==> src/tcse_pkg.sv <==
// Shared types, codes and defaults for the text console scrollback engine.
// No dependencies.
`timescale 1ns / 1ps

package tcse_pkg;

  localparam int SCREEN_COLS_DEF = 80;
  localparam int SCREEN_ROWS_DEF = 25;
  localparam int RING_LINES_DEF  = 256;
  localparam int TAB_STOP_DEF    = 4;

  localparam logic [7:0] RESET_COLOR = 8'h07;

  localparam logic [2:0] OP_CONSOLE = 3'd0;
  localparam logic [2:0] OP_WCHAR   = 3'd1;
  localparam logic [2:0] OP_WCOLOR  = 3'd2;
  localparam logic [2:0] OP_VUP     = 3'd3;
  localparam logic [2:0] OP_VDOWN   = 3'd4;
  localparam logic [2:0] OP_CLEAR   = 3'd5;
  localparam logic [2:0] OP_READ    = 3'd6;
  localparam logic [2:0] OP_NOP     = 3'd7;

  localparam logic [7:0] CH_TAB   = 8'h09;
  localparam logic [7:0] CH_NL    = 8'h0A;
  localparam logic [7:0] CH_CR    = 8'h0D;
  localparam logic [7:0] CH_SPACE = 8'h20;

  localparam logic [1:0] LINE_CURSOR = 2'd0;
  localparam logic [1:0] LINE_LIVE   = 2'd1;
  localparam logic [1:0] LINE_VIEW   = 2'd2;

  typedef struct packed {
    logic [2:0] opcode;
    logic [7:0] char_code;
    logic [7:0] cell_color;
    logic [6:0] cell_col;
    logic [4:0] cell_row;
    logic [7:0] line_count;
  } in_t;

  typedef struct packed {
    logic [7:0]  shown_char;
    logic [7:0]  shown_color;
    logic [6:0]  cursor_col;
    logic [4:0]  cursor_row;
    logic [10:0] cursor_pos;
    logic        cursor_shown;
    logic [7:0]  view_depth;
  } out_t;

  // controller to datapath
  typedef struct packed {
    logic       capture;
    logic       line_en;
    logic [1:0] line_sel;
    logic       addr_en;
    logic       wr_char;
    logic       wr_color;
    logic       rd;
    logic       step;
    logic       newline;
    logic       cret;
    logic       tab_load;
    logic       view_upd;
    logic       clear_regs;
    logic       sweep_line;
    logic       sweep_screen;
    logic       sweep_wr;
    logic       sweep_init;
    logic       load_out;
  } cmd_t;

  // datapath to controller
  typedef struct packed {
    logic [2:0] opcode;
    logic       is_nl;
    logic       is_cr;
    logic       is_tab;
    logic       cell_ok;
    logic       scroll;
    logic       sweep_last;
    logic       tab_more;
  } stat_t;

endpackage

==> src/tcse_ctrl.sv <==
// Controller state machine: input/output handshake and sequencing of datapath commands.
// Depends on tcse_pkg.
`timescale 1ns / 1ps

module tcse_ctrl (
  input  logic            clk,
  input  logic            rst,
  input  logic            in_valid,
  output logic            in_stall,
  output logic            out_valid,
  input  logic            out_stall,
  input  tcse_pkg::stat_t st,
  output tcse_pkg::cmd_t  cmd
);

  localparam logic [3:0] S_INIT   = 4'd0;
  localparam logic [3:0] S_IDLE   = 4'd1;
  localparam logic [3:0] S_DECODE = 4'd2;
  localparam logic [3:0] S_LINE   = 4'd3;
  localparam logic [3:0] S_ADDR   = 4'd4;
  localparam logic [3:0] S_MEM    = 4'd5;
  localparam logic [3:0] S_CHK    = 4'd6;
  localparam logic [3:0] S_SWEEP  = 4'd7;
  localparam logic [3:0] S_FIN    = 4'd8;

  logic [3:0] state, state_next;
  logic       tab_cont;

  assign in_stall = (state != S_IDLE);
  assign tab_cont = (st.opcode == tcse_pkg::OP_CONSOLE) && st.is_tab && st.tab_more;

  always_comb begin
    cmd = '0;
    state_next = state;
    case (state)
      S_INIT: begin
        cmd.sweep_wr   = 1'b1;
        cmd.sweep_init = 1'b1;
        if (st.sweep_last) begin
          state_next = S_IDLE;
        end
      end
      S_IDLE: begin
        if (in_valid) begin
          cmd.capture = 1'b1;
          state_next  = S_DECODE;
        end
      end
      S_DECODE: begin
        state_next = S_FIN;
        case (st.opcode)
          tcse_pkg::OP_CONSOLE: begin
            cmd.view_upd = 1'b1;
            if (st.is_nl) begin
              cmd.newline = 1'b1;
              state_next  = S_CHK;
            end else if (st.is_cr) begin
              cmd.cret = 1'b1;
            end else begin
              cmd.tab_load = st.is_tab;
              state_next   = S_LINE;
            end
          end
          tcse_pkg::OP_WCHAR, tcse_pkg::OP_WCOLOR, tcse_pkg::OP_READ: begin
            if (st.cell_ok) begin
              cmd.line_en  = 1'b1;
              cmd.line_sel = (st.opcode == tcse_pkg::OP_READ) ?
                             tcse_pkg::LINE_VIEW : tcse_pkg::LINE_LIVE;
              state_next   = S_ADDR;
            end
          end
          tcse_pkg::OP_VUP, tcse_pkg::OP_VDOWN: begin
            cmd.view_upd = 1'b1;
          end
          tcse_pkg::OP_CLEAR: begin
            cmd.clear_regs   = 1'b1;
            cmd.sweep_screen = 1'b1;
            state_next       = S_SWEEP;
          end
          default: state_next = S_FIN;
        endcase
      end
      S_LINE: begin
        cmd.line_en  = 1'b1;
        cmd.line_sel = tcse_pkg::LINE_CURSOR;
        state_next   = S_ADDR;
      end
      S_ADDR: begin
        cmd.addr_en = 1'b1;
        state_next  = S_MEM;
      end
      S_MEM: begin
        state_next = S_FIN;
        case (st.opcode)
          tcse_pkg::OP_CONSOLE: begin
            cmd.wr_char = 1'b1;
            cmd.step    = 1'b1;
            state_next  = S_CHK;
          end
          tcse_pkg::OP_WCHAR:  cmd.wr_char  = 1'b1;
          tcse_pkg::OP_WCOLOR: cmd.wr_color = 1'b1;
          tcse_pkg::OP_READ:   cmd.rd       = 1'b1;
          default:             state_next   = S_FIN;
        endcase
      end
      S_CHK: begin
        if (st.scroll) begin
          cmd.sweep_line = 1'b1;
          state_next     = S_SWEEP;
        end else if (tab_cont) begin
          state_next = S_LINE;
        end else begin
          state_next = S_FIN;
        end
      end
      S_SWEEP: begin
        cmd.sweep_wr = 1'b1;
        if (st.sweep_last) begin
          state_next = tab_cont ? S_LINE : S_FIN;
        end
      end
      S_FIN: begin
        if (!out_valid || !out_stall) begin
          cmd.load_out = 1'b1;
          state_next   = S_IDLE;
        end
      end
      default: state_next = S_IDLE;
    endcase
  end

  always_ff @(posedge clk) begin
    if (rst) begin
      state     <= S_INIT;
      out_valid <= 1'b0;
    end else begin
      state <= state_next;
      if (cmd.load_out) begin
        out_valid <= 1'b1;
      end else if (!out_stall) begin
        out_valid <= 1'b0;
      end
    end
  end

`ifndef ASSERT_OFF
  a_no_take_in_sweep: assert property (@(posedge clk) disable iff (rst)
    cmd.sweep_wr |-> !cmd.capture && !cmd.load_out)
    else $error("sweep overlaps item transfer");
  a_out_hold: assert property (@(posedge clk) disable iff (rst)
    cmd.load_out |=> out_valid)
    else $error("result lost after load");
  a_state_legal: assert property (@(posedge clk) disable iff (rst)
    state <= S_FIN)
    else $error("illegal controller state");
`endif

endmodule

==> config.mk <==
export PLATFORM = sky130hd
export DESIGN_NAME = tcse_ctrl
export DESIGN_NICKNAME = d
export VERILOG_FILES = /design/src/tcse_pkg.sv /design/src/tcse_ctrl.sv
export SDC_FILE = /design/constraint.sdc
export NUM_CORES = 1
export LEC_CHECK = 0
export BUFFER_PORTS_ARGS = -buffer_cell sky130_fd_sc_hd__buf_2
export CORE_MARGIN = 3
export CORE_UTILIZATION = 46
export DETAILED_ROUTE_END_ITERATION = 12
export PLACE_DENSITY_LB_ADDON = 0.25
export SLEW_MARGIN = 10
export SYNTH_ARGS = -nofsm -noshare
export SYNTH_HDL_FRONTEND = slang
export SYNTH_SLANG_ARGS = --single-unit
==> constraint.sdc <==
create_clock -name clk -period 2.43 [get_ports clk]
set_input_delay 0.486 -clock clk [delete_from_list [all_inputs] [get_ports clk]]
set_output_delay 0.486 -clock clk [all_outputs]
set_load 0.05 [all_outputs]
After elaboration in Yosys (flattened, before gate mapping)
Index checks and enable logic that the tools add are counted.

cells by class
  reduce and logical (&&, ||, !) cells = 12
  muxes and demuxes = 41
  equal/unequal tests = 20

operators by type and width
  cell                                                    number
  2-to-1 mux 4 bit                                        11
  case mux 4 bit (9 select lines)                         1
  2-to-1 mux 1 bit                                        21
  equality test 4 x 3 -> 1 bit (second input constant)    4
  case mux 4 bit (3 select lines)                         1
  equality test 3 bit (second input constant)             3
  2-to-1 mux 3 bit                                        3
  equality test 4 x 2 -> 1 bit (second input constant)    2
  inequality test 2 bit (second input constant)           4
  equality test 3 x 2 -> 1 bit (second input constant)    2
  case mux 3 bit (2 select lines)                         1
  OR reduction 3 bit                                      2
  2-to-1 mux 5 bit                                        1
  equality test 4 x 1 -> 1 bit (second input constant)    1
  equality test 4 bit (second input constant)             1
  zero test 4 bit                                         1
  2-to-1 mux 2 bit                                        2
  inequality test 4 x 1 -> 1 bit (second input constant)  1
  AND reduction 4 bit                                     1
  OR reduction 2 bit                                      2
  equality test 3 x 1 -> 1 bit (second input constant)    1
  zero test 3 bit                                         1
  logical AND 1 bit                                       2
  zero test 1 bit                                         2
  other kinds (2)                                         2

word-level totals
  register bits after elaboration = 5
  logic and storage cells = 75
  output and inout port bits = 21
  bits of input ports = 14

Depth between registers and ports, before layout
  word-level depth = 6
  mapped depth = 6
  mapped depth without buffers = 5

Worst setup path before layout
No wires, ideal clock.

  path type = input to output
  from = in st[9] in the netlist's numbering
  to = out cmd[17] in the netlist's numbering
  path buffers = 1
  slack = -666 ps
  required time = 1,944 ps
  data arrival time = 2,610 ps
  cell stages on the path = 5
  cell sequence = buf_2 nand2b_1 o21ai_0 a21oi_1 nor4b_1

RTL lines
  element          RTL line         text
  start, declared  tcse_ctrl.sv:12  input tcse_pkg::stat_t st,
  end, declared    tcse_ctrl.sv:13  output tcse_pkg::cmd_t cmd

==> impl_results.md <==
- Worst Hold Launch: rst
- Vias in the first global route: 720
- DRT iter0 DRCs: 27
- Ant. Diodes: 0
- Drt pass-1 iters: 4
- Max cap viols: 0
- Routed vias/inst: 5.69
- WHS Endpoint: state[1]
- Critical path's slowest cell: dfxtp_1
- Tightest Hold Check Type: input pin to register
- Clock network power share: 0.317
- Seq/Total Area, Yosys: 0.157
- Fin crit period: 2290 ps
- Crit path capture type: primary output
- Post-CTS Hold Buffers: 0
- Endpoints failing hold: 0
- Filler Cells Inserted: 103
- Int Power: 187 µW
- Final setup fails: 0
- Clk Latency, worst-skew pair: 240 ps
- Crit path launch type: register
- Final net count: 145
- Maximum vdd drop: 0.272 mV
- Footprint of the multi-input gates: 519 µm²
- Mapped cell area: 637 µm²
- Critical Path, Cell by Cell: nor4b_4 > buf_4 > nand2_1 > nor3_1 > buf_2
- Gr ovfl total: 0
- CP peak stage delay: 460 ps
- Post-cts resize count: 0
- CTS Buffer Depth: 2
- Largest net degree at the start of global routing: 14
- CTS tree: done
- Top FF cell, synth: dfxtp_1
- Cell accounting for the most synthesized area: dfxtp_1
- Layout cells sized above 1: 0.392
- CTS buffer count: 3
- Reg2reg start: state[3]
- Worst r2r dst: state[0]
- TNS Setup: 0 ps
- Hpwl dp: 1530 µm
- GPL Wtd Cong: 0.775
- Yosys warns: 0
- Overall Global Routing Usage: 0.204
- EDFF count, synth: 0
- Synth area leaders: dfxtp_1 16%, nand2_1 8.3%, a21oi_1 7.9%, nor2_1 7.1%, nor3_1 5.5%
- Worst R2R Path Depth: 5
- Via count: 819
- CP Data Required Time: 1940 ps
- Synth unique cells: 34
- Post-synthesis register bit count: 5
- Sink Count: 5
- P_sw: 115 µW
- Synth-to-Final Area Change: 36.1%
- Die X: 43.2 µm
- Register area: 100 µm²
- Slew Limit Fails: 0
- Sw Ratio: 0.381
- CP arrival: 1800 ps
- LEAKAGE: 0.000400 µW
- Die height: 43.2 µm
- Final Util: 0.722
- Reg clk slew, reported paths: 40 ps
- IO Port Bufs: 34
- # rows: 12
- Initial antenna violation count: 0
- Most frequent cells after synthesis: 14 x nand2_1, 12 x nor2_1, 10 x a21oi_1
- Async SR Flop Fraction: 0
- Synthesized net count: 109
- Postcts setup bufs: 0
- Power density cells: 348 nW/µm²
- DRC: 0
- Worst slew pin tran: 526 ps
- Kind of critical path: register to primary output
- Power consumption: 302 µW
- Total Routed Length: 1890 µm
- Top-count cell post-synth: nand2_1
- Total core area: 1200 µm²
- DR WL/cell: 13.2 µm
- Post-synth top area share: 0.157
- First-pass GRT wire length: 3020 µm
- Worst hold stages: 2
- RSZ-0062 raised after global routing: false
- Die ar.: 1870 µm²
- IO Count: 35
- Reg2Reg Setup Slack: 700 ps
- Achievable Freq: 438 MHz
- Largest delay share family, worst path: simple AND/OR/NAND/NOR gates
- Syn Inst Count: 95
- Logic pwr share: 0.381
- Slew headroom: 0.649
- Mean Syn Cell Area: 6.70 µm²
- Buf/Inv on CP: 2
- Status: finished clean
- Initial Util: 0.530
- Period utilisation layout: 0.941
- CTS H-tree depth: 1
- Post-route antenna net violation count: 0
- CP Depth: 5
- Sequential power share: 0.301
- Clk root buf: clkbuf_4
- CP max FO: 12
- Fin Clk Skew: 0.670 ps
[flip-flops by register name, indices dropped and copies added, names as in the netlist]
| register | flops |
|---|---|
| out_valid | 1 |
| state | 4 |
[routing by layer]
metal | GRT usage | wire [µm] | vias to the layer above
li1 | - | - | 415
met4 | 0.0663 | 0 | 0
met5 | 0 | 0 | -
met3 | 0.0169 | 145 | 0
met2 | 0.327 | 908 | 35
met1 | 0.283 | 840 | 369
[worst reg2reg max path: stages, from the launching register on]
cell and delay, ps:
dfxtp_1 640, nor4b_4 120, buf_4 180, and3_1 190, nor3_1 350, a21oi_1 120
[worst max-delay path by stage]
| stage | startpoint | end | slack [ps] |
|---|---|---|---|
| after global placement | st[8] | cmd[17] | 370 |
| after CTS | state[3] | cmd[15] | 140 |
| after global routing | state[3] | cmd[15] | 6 |
| after floorplan | st[9] | cmd[17] | 20 |
| after detailed placement | st[7] | cmd[7] | 320 |
| final | state[3] | cmd[15] | 140 |
[through the flow]
step | hold WS, ps | setup WS [ps] | instances | instance area [µm²]
detailed placement | 512 | 321 | 140 | 841
CTS | 481 | 144 | 144 | 867
finish | 491 | 144 | 144 | 867
global placement | 499 | 372 | 140 | 841
global route | 479 | 6.03 | 144 | 867
floorplan | 552 | 15.4 | 95 | 667
[power by group through the flow]
stage	Clock (µW)	Sequential (µW)	Combinational [µW]
finish	95.7	90.8	115
global route	108	90.8	124
CTS	99.2	90.4	114
detailed placement	0	91.9	114
global placement	0	91.8	112
floorplan	0	89.4	83.9
[kinds of logic after synthesis]
logic type             after synthesis  synth area share
and+or+nand+nor                     58             0.521
AOI/OAI and AO/OA                   24             0.248
buffers and inverters                8            0.0746
DFF                                  5             0.157
[cells in the final DEF, fill, tap and decap left out, types with 3 or more instances in the layout]
master	synthesis	routed
a21oi_1	10	10
and3_1	3	3
buf_2	2	34
buf_4	2	4
clkbuf_4	0	3
dfxtp_1	5	5
nand2_1	14	14
nand2b_1	3	3
nand3b_1	3	3
nor2_1	12	12
nor2b_1	4	4
nor3_1	7	7
nor4b_2	1	4
o21ai_0	5	5
[final cells by class]
cell class              instances  share of cell area
repair buffers                 38               0.231
inverters                       1             0.00433
flip-flops and latches          5               0.115
clock buffers                   4              0.0303
multi-input cells              82               0.599
well taps                      14              0.0202
Power figures use the tool's default switching activity.
